<file path="src/hw/rtl/rvalu_pkg.sv">
`timescale 1ns / 1ps
package rvalu_pkg;

  localparam int unsigned XLEN     = 32;
  localparam int unsigned FUNC_W   = 10;
  localparam int unsigned DEST_W   = 5;
  localparam int unsigned SHAMT_W  = 5;
  localparam int unsigned Q_DEPTH  = 2;
  localparam int unsigned Q_PTR_W  = (Q_DEPTH > 1) ? $clog2(Q_DEPTH) : 1;
  localparam int unsigned Q_CNT_W  = $clog2(Q_DEPTH + 1);
  localparam int unsigned DIV_CNT_W = $clog2(XLEN);

  localparam logic [6:0] F7_BASE = 7'd0;
  localparam logic [6:0] F7_ALT  = 7'd32;
  localparam logic [6:0] F7_MULDIV = 7'd1;

  typedef enum logic [4:0] {
    OP_ADD, OP_SUB, OP_SLL, OP_SLT, OP_SLTU, OP_XOR, OP_SRL, OP_SRA, OP_OR, OP_AND,
    OP_MUL, OP_MULH, OP_MULHSU, OP_MULHU, OP_DIV, OP_DIVU, OP_REM, OP_REMU, OP_ILL
  } op_e;

  typedef struct packed {
    op_e               op;
    logic [XLEN-1:0]   a;
    logic [XLEN-1:0]   b;
    logic [DEST_W-1:0] dest;
  } item_t;

  // selector to operation
  function automatic op_e decode_op(input logic [FUNC_W-1:0] func);
    logic [6:0] f7;
    logic [2:0] f3;
    op_e        op;
    f7 = func[9:3];
    f3 = func[2:0];
    op = OP_ILL;
    unique case (f7)
      F7_BASE: begin
        unique case (f3)
          3'd0: op = OP_ADD;
          3'd1: op = OP_SLL;
          3'd2: op = OP_SLT;
          3'd3: op = OP_SLTU;
          3'd4: op = OP_XOR;
          3'd5: op = OP_SRL;
          3'd6: op = OP_OR;
          default: op = OP_AND;
        endcase
      end
      F7_ALT: begin
        unique case (f3)
          3'd0: op = OP_SUB;
          3'd5: op = OP_SRA;
          default: op = OP_ILL;
        endcase
      end
      F7_MULDIV: begin
        unique case (f3)
          3'd0: op = OP_MUL;
          3'd1: op = OP_MULH;
          3'd2: op = OP_MULHSU;
          3'd3: op = OP_MULHU;
          3'd4: op = OP_DIV;
          3'd5: op = OP_DIVU;
          3'd6: op = OP_REM;
          default: op = OP_REMU;
        endcase
      end
      default: op = OP_ILL;
    endcase
    return op;
  endfunction

endpackage

</file>
<file path="src/hw/rtl/rvalu_front.sv">
`timescale 1ns / 1ps
module rvalu_front (
  input  logic                          push,
  output logic                          full,
  input  logic [rvalu_pkg::FUNC_W-1:0]  func_i,
  input  logic [rvalu_pkg::XLEN-1:0]    first_operand_i,
  input  logic [rvalu_pkg::XLEN-1:0]    second_operand_i,
  input  logic [rvalu_pkg::DEST_W-1:0]  dest_index_i,
  input  logic                          q_full_i,
  output logic                          q_wr_o,
  output rvalu_pkg::item_t              q_item_o
);
  import rvalu_pkg::*;

  // classify the transaction and hand it to the queue
  assign full          = q_full_i;
  assign q_wr_o        = push && !q_full_i;
  assign q_item_o.op   = decode_op(func_i);
  assign q_item_o.a    = first_operand_i;
  assign q_item_o.b    = second_operand_i;
  assign q_item_o.dest = dest_index_i;

endmodule

</file>
<file path="src/hw/rtl/rvalu_queue.sv">
`timescale 1ns / 1ps
module rvalu_queue (
  input  logic             clk_i,
  input  logic             rst_ni,
  input  logic             wr_i,
  input  rvalu_pkg::item_t wr_item_i,
  output logic             full_o,
  input  logic             rd_i,
  output logic             valid_o,
  output rvalu_pkg::item_t rd_item_o
);
  import rvalu_pkg::*;

  item_t               mem_q [Q_DEPTH];
  logic [Q_PTR_W-1:0]  wr_ptr_q, wr_ptr_d, rd_ptr_q, rd_ptr_d;
  logic [Q_CNT_W-1:0]  cnt_q, cnt_d;

  assign full_o    = (cnt_q == Q_CNT_W'(Q_DEPTH));
  assign valid_o   = (cnt_q != '0);
  assign rd_item_o = mem_q[rd_ptr_q];

  // pointer and fill count update
  always_comb begin
    wr_ptr_d = wr_ptr_q;
    rd_ptr_d = rd_ptr_q;
    cnt_d    = cnt_q;
    if (wr_i) begin
      wr_ptr_d = (wr_ptr_q == Q_PTR_W'(Q_DEPTH - 1)) ? '0 : wr_ptr_q + 1'b1;
    end
    if (rd_i) begin
      rd_ptr_d = (rd_ptr_q == Q_PTR_W'(Q_DEPTH - 1)) ? '0 : rd_ptr_q + 1'b1;
    end
    if (wr_i && !rd_i) begin
      cnt_d = cnt_q + 1'b1;
    end else if (!wr_i && rd_i) begin
      cnt_d = cnt_q - 1'b1;
    end
  end

  always_ff @(posedge clk_i or negedge rst_ni) begin
    if (!rst_ni) begin
      wr_ptr_q <= '0;
      rd_ptr_q <= '0;
      cnt_q    <= '0;
    end else begin
      wr_ptr_q <= wr_ptr_d;
      rd_ptr_q <= rd_ptr_d;
      cnt_q    <= cnt_d;
    end
  end

  // entry storage
  always_ff @(posedge clk_i) begin
    if (wr_i) begin
      mem_q[wr_ptr_q] <= wr_item_i;
    end
  end

endmodule

</file>
<file path="src/hw/rtl/rvalu_back.sv">
`timescale 1ns / 1ps
module rvalu_back (
  input  logic                          clk_i,
  input  logic                          rst_ni,
  input  logic                          q_valid_i,
  input  rvalu_pkg::item_t              q_item_i,
  output logic                          q_rd_o,
  output logic                          empty,
  input  logic                          pop,
  output logic [rvalu_pkg::DEST_W-1:0]  dest_out_o,
  output logic [rvalu_pkg::XLEN-1:0]    value_out_o,
  output logic                          legal_o
);
  import rvalu_pkg::*;

  localparam logic [1:0] ST_RUN = 2'd0;
  localparam logic [1:0] ST_MUL = 2'd1;
  localparam logic [1:0] ST_DIV = 2'd2;
  localparam logic [1:0] ST_FIN = 2'd3;

  logic [1:0]            state_q, state_d;
  logic                  out_valid_q, out_valid_d;
  logic [XLEN-1:0]       out_val_q, out_val_d;
  logic [DEST_W-1:0]     out_dest_q, out_dest_d;
  logic                  out_legal_q, out_legal_d;
  logic                  out_free, out_wr;

  op_e                   op_q;
  logic [DEST_W-1:0]     dest_q;
  logic [2*XLEN-1:0]     prod_q;
  logic [XLEN-1:0]       quo_q, rem_q, dvsr_q, a_q;
  logic [DIV_CNT_W-1:0]  cnt_q;
  logic                  zero_q, negq_q, negr_q;

  logic                  is_mul, is_div, take;
  logic [XLEN-1:0]       a, b, alu_val, mul_val, div_val;
  logic [SHAMT_W-1:0]    sh;
  logic                  sgn_div;
  logic [XLEN:0]         a_ext, b_ext, trial;
  logic [XLEN-1:0]       rem_sh;

  assign a       = q_item_i.a;
  assign b       = q_item_i.b;
  assign sh      = b[SHAMT_W-1:0];
  assign is_mul  = (q_item_i.op == OP_MUL) || (q_item_i.op == OP_MULH) ||
                   (q_item_i.op == OP_MULHSU) || (q_item_i.op == OP_MULHU);
  assign is_div  = (q_item_i.op == OP_DIV) || (q_item_i.op == OP_DIVU) ||
                   (q_item_i.op == OP_REM) || (q_item_i.op == OP_REMU);
  assign sgn_div = (q_item_i.op == OP_DIV) || (q_item_i.op == OP_REM);
  assign out_free = !out_valid_q || pop;
  assign take    = q_valid_i && (state_q == ST_RUN) && (out_free || is_mul || is_div);
  assign q_rd_o  = take;

  // combinational alu
  always_comb begin
    unique case (q_item_i.op)
      OP_ADD:  alu_val = a + b;
      OP_SUB:  alu_val = a - b;
      OP_SLL:  alu_val = a << sh;
      OP_SLT:  alu_val = {{(XLEN-1){1'b0}}, ($signed(a) < $signed(b))};
      OP_SLTU: alu_val = {{(XLEN-1){1'b0}}, (a < b)};
      OP_XOR:  alu_val = a ^ b;
      OP_SRL:  alu_val = a >> sh;
      OP_SRA:  alu_val = XLEN'($signed(a) >>> sh);
      OP_OR:   alu_val = a | b;
      OP_AND:  alu_val = a & b;
      default: alu_val = '0;
    endcase
  end

  // operand sign extension for the multiplier
  assign a_ext = {((q_item_i.op == OP_MULH) || (q_item_i.op == OP_MULHSU)) && a[XLEN-1], a};
  assign b_ext = {(q_item_i.op == OP_MULH) && b[XLEN-1], b};

  // product word select
  assign mul_val = (op_q == OP_MUL) ? prod_q[XLEN-1:0] : prod_q[2*XLEN-1:XLEN];

  // one restoring divide step per cycle
  assign trial  = {rem_q, quo_q[XLEN-1]} - {1'b0, dvsr_q};
  assign rem_sh = {rem_q[XLEN-2:0], quo_q[XLEN-1]};

  // divide result fix-up: sign, divide by zero
  always_comb begin
    if ((op_q == OP_DIV) || (op_q == OP_DIVU)) begin
      div_val = zero_q ? '1 : (negq_q ? (XLEN'(0) - quo_q) : quo_q);
    end else begin
      div_val = zero_q ? a_q : (negr_q ? (XLEN'(0) - rem_q) : rem_q);
    end
  end

  // sequencer and result register write
  always_comb begin
    state_d     = state_q;
    out_wr      = 1'b0;
    out_val_d   = out_val_q;
    out_dest_d  = out_dest_q;
    out_legal_d = out_legal_q;
    unique case (state_q)
      ST_RUN: begin
        if (take) begin
          if (is_mul) begin
            state_d = ST_MUL;
          end else if (is_div) begin
            state_d = ST_DIV;
          end else begin
            out_wr      = 1'b1;
            out_val_d   = alu_val;
            out_dest_d  = q_item_i.dest;
            out_legal_d = (q_item_i.op != OP_ILL);
          end
        end
      end
      ST_MUL: begin
        if (out_free) begin
          out_wr      = 1'b1;
          out_val_d   = mul_val;
          out_dest_d  = dest_q;
          out_legal_d = 1'b1;
          state_d     = ST_RUN;
        end
      end
      ST_DIV: begin
        if (cnt_q == '0) begin
          state_d = ST_FIN;
        end
      end
      ST_FIN: begin
        if (out_free) begin
          out_wr      = 1'b1;
          out_val_d   = div_val;
          out_dest_d  = dest_q;
          out_legal_d = 1'b1;
          state_d     = ST_RUN;
        end
      end
      default: state_d = ST_RUN;
    endcase
    out_valid_d = out_wr || (out_valid_q && !pop);
  end

  always_ff @(posedge clk_i or negedge rst_ni) begin
    if (!rst_ni) begin
      state_q     <= ST_RUN;
      out_valid_q <= 1'b0;
    end else begin
      state_q     <= state_d;
      out_valid_q <= out_valid_d;
    end
  end

  // result payload
  always_ff @(posedge clk_i) begin
    if (out_wr) begin
      out_val_q   <= out_val_d;
      out_dest_q  <= out_dest_d;
      out_legal_q <= out_legal_d;
    end
  end

  // multiply and divide working registers
  always_ff @(posedge clk_i) begin
    if (take) begin
      op_q   <= q_item_i.op;
      dest_q <= q_item_i.dest;
    end
    if (take && is_mul) begin
      prod_q <= (2*XLEN)'($signed(a_ext) * $signed(b_ext));
    end
    if (take && is_div) begin
      a_q    <= a;
      quo_q  <= (sgn_div && a[XLEN-1]) ? (XLEN'(0) - a) : a;
      dvsr_q <= (sgn_div && b[XLEN-1]) ? (XLEN'(0) - b) : b;
      rem_q  <= '0;
      cnt_q  <= DIV_CNT_W'(XLEN - 1);
      zero_q <= (b == '0);
      negq_q <= sgn_div && (a[XLEN-1] ^ b[XLEN-1]);
      negr_q <= sgn_div && a[XLEN-1];
    end else if (state_q == ST_DIV) begin
      rem_q <= trial[XLEN] ? rem_sh : trial[XLEN-1:0];
      quo_q <= {quo_q[XLEN-2:0], !trial[XLEN]};
      cnt_q <= cnt_q - 1'b1;
    end
  end

  assign empty       = !out_valid_q;
  assign dest_out_o  = out_dest_q;
  assign value_out_o = out_val_q;
  assign legal_o     = out_legal_q;

endmodule

</file>
<file path="src/hw/rtl/rv32im_register_alu_unit.sv">
`timescale 1ns / 1ps
// channel  | handshake            | fields
// ---------+----------------------+----------------------------------------------
// input    | push / full          | func_i, first_operand_i, second_operand_i,
//          |                      | dest_index_i
// result   | empty / pop          | dest_out_o, value_out_o, legal_o
//
// alu ops, illegal selectors: queue, then result register; one per cycle while popped.
// multiplies hold the execute side: one 33x33 multiplier, then word select in ST_MUL.
// divide and remainder hold it: one restoring step per cycle, then sign fix-up.
// a two-entry queue lets pushes continue while the execute side waits on pop or a divide.
// rst_ni clears the queue, the sequencer and the result valid; no clearing pass.
module rv32im_register_alu_unit (
  input  logic                          clk_i,
  input  logic                          rst_ni,
  input  logic                          push,
  output logic                          full,
  input  logic [rvalu_pkg::FUNC_W-1:0]  func_i,
  input  logic [rvalu_pkg::XLEN-1:0]    first_operand_i,
  input  logic [rvalu_pkg::XLEN-1:0]    second_operand_i,
  input  logic [rvalu_pkg::DEST_W-1:0]  dest_index_i,
  output logic                          empty,
  input  logic                          pop,
  output logic [rvalu_pkg::DEST_W-1:0]  dest_out_o,
  output logic [rvalu_pkg::XLEN-1:0]    value_out_o,
  output logic                          legal_o
);
  import rvalu_pkg::*;

  logic  q_full, q_wr, q_rd, q_valid;
  item_t wr_item, rd_item;

  // decode side
  rvalu_front u_front (
    .push             (push),
    .full             (full),
    .func_i           (func_i),
    .first_operand_i  (first_operand_i),
    .second_operand_i (second_operand_i),
    .dest_index_i     (dest_index_i),
    .q_full_i         (q_full),
    .q_wr_o           (q_wr),
    .q_item_o         (wr_item)
  );

  // decoupling queue
  rvalu_queue u_queue (
    .clk_i     (clk_i),
    .rst_ni    (rst_ni),
    .wr_i      (q_wr),
    .wr_item_i (wr_item),
    .full_o    (q_full),
    .rd_i      (q_rd),
    .valid_o   (q_valid),
    .rd_item_o (rd_item)
  );

  // execute side
  rvalu_back u_back (
    .clk_i       (clk_i),
    .rst_ni      (rst_ni),
    .q_valid_i   (q_valid),
    .q_item_i    (rd_item),
    .q_rd_o      (q_rd),
    .empty       (empty),
    .pop         (pop),
    .dest_out_o  (dest_out_o),
    .value_out_o (value_out_o),
    .legal_o     (legal_o)
  );

endmodule

</file>
<file path="config.mk">
export PLATFORM = sky130hd
export DESIGN_NAME = rv32im_register_alu_unit
export DESIGN_NICKNAME = d
export VERILOG_FILES = /design/src/hw/rtl/rvalu_pkg.sv /design/src/hw/rtl/rvalu_front.sv /design/src/hw/rtl/rvalu_queue.sv /design/src/hw/rtl/rvalu_back.sv /design/src/hw/rtl/rv32im_register_alu_unit.sv
export SDC_FILE = /design/constraint.sdc
export NUM_CORES = 2
export LEC_CHECK = 0
export ABC_AREA = 1
export BUFFER_PORTS_ARGS = -buffer_cell sky130_fd_sc_hd__clkbuf_2
export CAP_MARGIN = 20
export CORE_ASPECT_RATIO = 1.25
export CORE_MARGIN = 1.5
export CORE_UTILIZATION = 44
export CTS_BUF_LIST = sky130_fd_sc_hd__clkbuf_4 sky130_fd_sc_hd__clkbuf_8
export DETAILED_ROUTE_END_ITERATION = 6
export SYNTH_ARGS = -nofsm -noshare
export SYNTH_HDL_FRONTEND = slang
export SYNTH_SLANG_ARGS = --single-unit
</file>
<file path="constraint.sdc">
create_clock -name clk_i -period 26.1 [get_ports clk_i]
set_clock_uncertainty 0.15 [all_clocks]
set_input_delay 5.22 -clock clk_i [delete_from_list [all_inputs] [get_ports clk_i]]
set_output_delay 5.22 -clock clk_i [all_outputs]
set_load 0.005 [all_outputs]
</file>
# Word-level counts from Yosys, hierarchy flattened
# Memory sizes are Yosys's and may differ from the RTL's.
# Index checks and enable logic that the tools add are counted.
[word_totals]
reg_bits = 255
latchBits = 0
mem_bits_rw = 148
romBits = 0
inputBits = 83
out_inout_bits = 40
memories = 1
[mem_list]
columns = ["memory", "depth", "width", "read_ports", "rd_ports_with_merged_regs", "wr", "line", "rtl"]
rows = [
  ["u_queue.mem_q", 2, 74, 1, 0, 1, "rvalu_queue.sv:14", "item_t mem_q [Q_DEPTH];"],
]
[classes]
add_sub_neg = 12
n_mul = 1
n_div = 0
order_cmp = 2
n_eq_ne = 41
n_shift = 3
n_mux = 49
bitwise_logic = 4
n_reduce_logical = 47
[ops]
columns = ["operator", "n"]
rows = [
  ["2-to-1 mux 32 bit", 16],
  ["case mux 32 bit (10 select lines)", 1],
  ["subtractor 1 x 32 -> 32 bit, first input constant", 4],
  ["case mux 32 bit (3 select lines)", 1],
  ["less-than comparator 32 bit", 2],
  ["multiplier 33 x 33 -> 64 bit", 1],
  ["== test 5 x 4 -> 1 bit, second input constant", 11],
  ["case mux 5 bit (7 select lines)", 1],
  ["subtractor 33 x 32 -> 33 bit", 1],
  ["adder 32 bit", 1],
  ["AND 32 bit", 1],
  ["zero test 32 bit", 1],
  ["OR 32 bit", 1],
  ["<< shifter 32 x 5 -> 32 bit", 1],
  [">> shifter 32 x 5 -> 32 bit", 1],
  [">>> shifter 32 x 5 -> 32 bit", 1],
  ["subtractor 32 bit", 1],
  ["bitwise XOR 32 bit", 1],
  ["case mux 4 bit (7 select lines)", 1],
  ["== test 5 x 3 -> 1 bit, second input constant", 4],
  ["2-to-1 mux 5 bit", 4],
  ["case mux 5 bit (2 select lines)", 2],
  ["case mux 5 bit (3 select lines)", 1],
  ["2-to-1 mux 2 bit", 7],
  ["other kinds (35)", 93],
]

# Longest topological paths before layout
# An unclocked memory read counts as a cell.
[logic_depth]
word_depth = 11
ltp_mapped = 40
depth_no_buf = 38

# Hierarchy
# A second synthesis with hierarchy kept.
[unflattened]
hier_cells = 9633
hier_area_um2 = 72319.4
[modules_own_cells]
columns = ["module", "n_inst", "cells_each", "area_per_inst_um2", "seq_area_each_um2"]
rows = [
  ["rvalu_back", 1, 9239, 65681.7, 7151.9],
  ["rvalu_queue", 1, 255, 5749.3, 4544.4],
  ["rvalu_front", 1, 139, 888.4, 0.0],
]

# Worst setup path after synthesis
# Ideal clock, no wire load.
[synth_path]
path_type = "input to register"
startpoint = "input pop"
endpoint = "register u_back.prod_q[0], enable pin"
setup_ps = 507
t_arrival_ps = 8587
slack_ps = 16856
path_stages = 4
path_buffers = 0
cell_sequence = "nor2_1 nand2_2 nand2_4 a21oi_1"
[synth_via]
elab_chain_len = 5
[synth_rtl]
columns = ["item", "line", "rtl"]
rows = [
  ["start: declaration", "rv32im_register_alu_unit.sv:23", "input logic pop,"],
  ["logical OR 1 bit", "rvalu_back.sv:50", "assign out_free = !out_valid_q || pop;"],
  ["logical OR 1 bit (2 in series)", "rvalu_back.sv:51", "assign take = q_valid_i && (state_q == ST_RUN) && (out_free || is_mul || is_div);"],
  ["logical AND 1 bit", "rvalu_back.sv:51", ""],
  ["logical AND 1 bit", "rvalu_back.sv:166", "if (take && is_mul) begin"],
  ["end signal: assignment", "rvalu_back.sv:167", "prod_q <= (2*XLEN)'($signed(a_ext) * $signed(b_ext));"],
  ["end: declaration", "rvalu_back.sv:30", "logic [2*XLEN-1:0] prod_q;"],
]
# No other way between the ends.
# A chain may end at the register's enable or synchronous reset.

# Worst setup path after layout
[layout_path]
startpoint = "register u_queue.rd_ptr_q"
endpoint = "register u_back.prod_q[60], data pin"
[layout_via]
elab_chain_len = 5
elab_cells_between_ends = 7
classes_between = "1 x mul; 2 x eq/ne; 3 x reduce/logical; 1 x memory"
[layout_rtl]
columns = ["item", "line", "rtl"]
rows = [
  ["start: declaration", "rvalu_queue.sv:15", "logic [Q_PTR_W-1:0] wr_ptr_q, wr_ptr_d, rd_ptr_q, rd_ptr_d;"],
  ["start signal: assignment", "rvalu_queue.sv:47", "rd_ptr_q <= rd_ptr_d;"],
  ["memory read (2 x 74 bit) (*)", "n/a", ""],
  ["== test 5 x 4 -> 1 bit (on tied branches)", "rvalu_back.sv:72, rvalu_back.sv:73", ""],
  ["logical OR 1 bit", "rvalu_back.sv:72", "assign a_ext = {((q_item_i.op == OP_MULH) || (q_item_i.op == OP_MULHSU)) && a[XLEN-1], a};"],
  ["logical AND 1 bit", "rvalu_back.sv:72", ""],
  ["multiplier 33 x 33 -> 64 bit (*)", "rvalu_back.sv:167", ""],
]
# Mark *: on every way between the ends. The rest lies on a longest branch, timed or not.

==> run summary <==
outcome = complete, but fails checks
violated checks = design-rule violations
hold-fix buffers at CTS = 0
Die ar. = 161,000 um^2
total gr overflow = 0
asr flop ratio synth = 1.74%
flip-flop and latch area = 11,700 um^2
worst r2r path cells = 36
Setup Viol. Count Final = 0
chip height = 448 um
initial antenna violation count = 22
Final HPWL DP = 262,000 um
Worst slew margin = 14.3%
Max Buffers Root-to-Sink = 3
post_cts resized = 0
post-synth top area cell = fa_1
FP Rows = 163
Root Driver = clkbuf_8
critical path class = flop to flop
Layout Cells excl Fill = 11,200
Max Slew Vio Count = 0
synthesized area per cell = 7.66 um^2
Post-DRT Antenna Nets = 0
postcts setup bufs = 0
CTS tree = yes
Avg Vias per Cell = 5.86
WP buf/inv = 14
slowest CP cell = fa_1
RR Endpoint = u_back.prod_q[60]$_DFFE_PP_
number of synthesized register bits = 403
DR WL/cell = 30.2 um
Post-Syn Instances = 9,113
drt initial violations = 7,860
Worst-path clk slew = 0.07 ns
HP Class = flop to flop
most used cell, CP = inv_1
crit path max fanout = 63
count of input and output buffers = 122
placed cell count = 11,100
area of the multi-input gates = 49,700 um^2
Detailed Route WL = 340,000 um
max-capacitance violation count = 0
num ports = 123
sequential fraction of the synthesis area = 16.8%
crit-path max cell delay = 0.99 ns
Fill cells = 16,000
measured slew at the worst slew-check pin = 1.27 ns
hold-critical path depth = 2
largest net degree at the start of global routing = 84
EDFF count, synth = 359
R2R setup slack = 14.94 ns
final core occ = 47.2%
Placeable Area = 158,000 um^2
CTS Sinks = 403
Worst-Skew Late Latency = 0.83 ns
via count = 65,800
Period minus WS final = 11.16 ns
share of layout cells above drive strength 1 = 6.07%
crit end category = flop
CP startpoint kind = flop
HP Start = u_back.rem_q[0]$_SDFFE_PP0P_
Synthesis Warnings = 0
setup TNS = 0 ns
crit path DAT = 11.56 ns
final hold violations = 0
Critical R2R Launch = u_queue.rd_ptr_q$_DFFE_PN0P_
RD Place Congestion = 1.10
first-pass GRT wire length = 482,000 um
RSZ-0062 raised after global routing = false
CTS H-tree lvls = 3
gr usage total = 42.5%
Num CTS Buffers = 71
Top FF cell, synth = edfxtp_1
Top delay family on crit path = adder cells
Synth cell types = 58
placed cell areas = 72,800 um^2
Crit path required time = 26.50 ns
area grow syn2layout = 6.64%
Final Instance Area = 74,400 um^2
Mapped Nets = 10,700
Die W = 359 um
top cell type's share of synthesized area = 32.4%
Highest Clock Rate = 89.6 MHz
# nets final = 10,700
final worst-path cycle share = 42.8%
vias in the first global route = 67,500
cell area after synthesis = 69,800 um^2
drt pass-1 iters = 7
drt drc = 13
top cells by area, synth = fa_1, edfxtp_1, nand2_1
starting density of the core = 44.3%
Worst Hold End = u_back.rem_q[0]$_SDFFE_PP0P_
-- routing by layer --
layer  global-route usage (%)  part of all wire (%)  up-vias
met5                        0                 0.053        -
li1                         -                     -    27800
met4                     38.4                    11       26
met1                     48.1                    34    32600
met2                     66.4                    44     4056
met3                     10.8                    10     1395
-- cells in the mapped netlist (28+ instances only) --
library cell / instances
edfxtp_1: 359
nand2_1: 2264
o21ai_0: 259
nand4_1: 80
dfxtp_1: 37
nor2_1: 922
o21bai_1: 28
nor3_1: 83
fa_1: 1128
a21oi_1: 307
nand3_1: 628
clkbuf_1: 215
ha_1: 347
xor2_1: 122
buf_2: 58
o21ai_1: 35
buf_1: 69
inv_1: 1811
xnor2_1: 30
-- kinds of logic after synthesis --
kind of cell             count (synthesis)  share of synthesized area [%]
XOR/XNOR                               153                           1.93
flip-flops                             403                           16.8
AO/OA/AOI/OAI                          777                           6.34
AND/OR/NAND/NOR                       4096                           24.2
adder cells (fa/ha/maj)               1475                           38.6
buffers and inverters                 2209                           12.2
-- placed cells by master, fill, tap and decap left out, types with 24 or more instances in the layout --
cell      netlist  layout
clkbuf_8        0      76
clkbuf_2        0     122
o21bai_1       28      28
nand4_1        80      80
fa_1         1128    1128
xnor2_1        30      30
o211ai_1       27      27
inv_1        1811    1808
nor3_1         83      83
nor2_1        922     918
nand2_1      2264    2254
or2_2          24      24
o21ai_1        35      30
inv_2          24      28
nand3_1       628     628
o21ai_0       259     257
edfxtp_1      359     359
xor2_1        122     122
buf_4           5     162
nand2_2        21      31
a21oi_1       307     306
ha_1          347     347
dfxtp_1        37      37
a31oi_1        27      27
-- metrics by stage --
| step | setup slack (ns) | hold slack [ns] |
|---|---|---|
| CTS | 14.99 | 0.352 |
| floorplan | 16.86 | 0.314 |
| detailed placement | 15.01 | 0.336 |
| global placement | 15.13 | 0.332 |
| global route | 14.28 | 0.372 |
| finish | 14.94 | 0.351 |
-- registers in the layout, indices dropped and copies added (netlist names), 2 cells and up --
register	flops
u_back.a_q	32
u_back.state_q	2
u_back.dest_q	5
u_back.quo_q	32
u_back.value_out_o	32
u_back.prod_q	64
u_back.op_q	5
u_back.dest_out_o	5
u_back.dvsr_q	32
u_back.rem_q	32
u_queue.mem_q	148
u_back.cnt_q	5
u_queue.cnt_q	2
-- tightest hold or removal path, delay by kind of cell, from the launching register on --
kind | cells | cell delay, ns
AND/OR/NAND/NOR | 2 | 0.13
flip-flops | 1 | 0.33
-- cell type report --
type | count | area share, %
timing repair buffer | 289 | 2.60
antenna | 8 | 0.0269
clock buffer | 90 | 1.55
clock inverter | 37 | 0.484
inverter | 1847 | 9.32
sequential | 403 | 15.7
tap | 2062 | 3.47
multi-input combinational | 6501 | 66.8
-- worst max-delay path by stage --
stage,startpoint,slack [ns],cells after the start,to
floorplan,pop,16.86,4,u_back.prod_q[0]$_DFFE_PP_
global placement,u_queue.rd_ptr_q$_DFFE_PN0P_,15.13,36,u_back.prod_q[60]$_DFFE_PP_
detailed placement,u_queue.rd_ptr_q$_DFFE_PN0P_,15.01,36,u_back.prod_q[60]$_DFFE_PP_
CTS,u_queue.rd_ptr_q$_DFFE_PN0P_,14.99,36,u_back.prod_q[60]$_DFFE_PP_
global route,u_queue.rd_ptr_q$_DFFE_PN0P_,14.28,36,u_back.prod_q[60]$_DFFE_PP_
finish,u_queue.rd_ptr_q$_DFFE_PN0P_,14.94,36,u_back.prod_q[60]$_DFFE_PP_
Power is left out: the tool's default activity adds up to more than one toggle a clock period on the data nets, which glitch-free logic cannot reach.
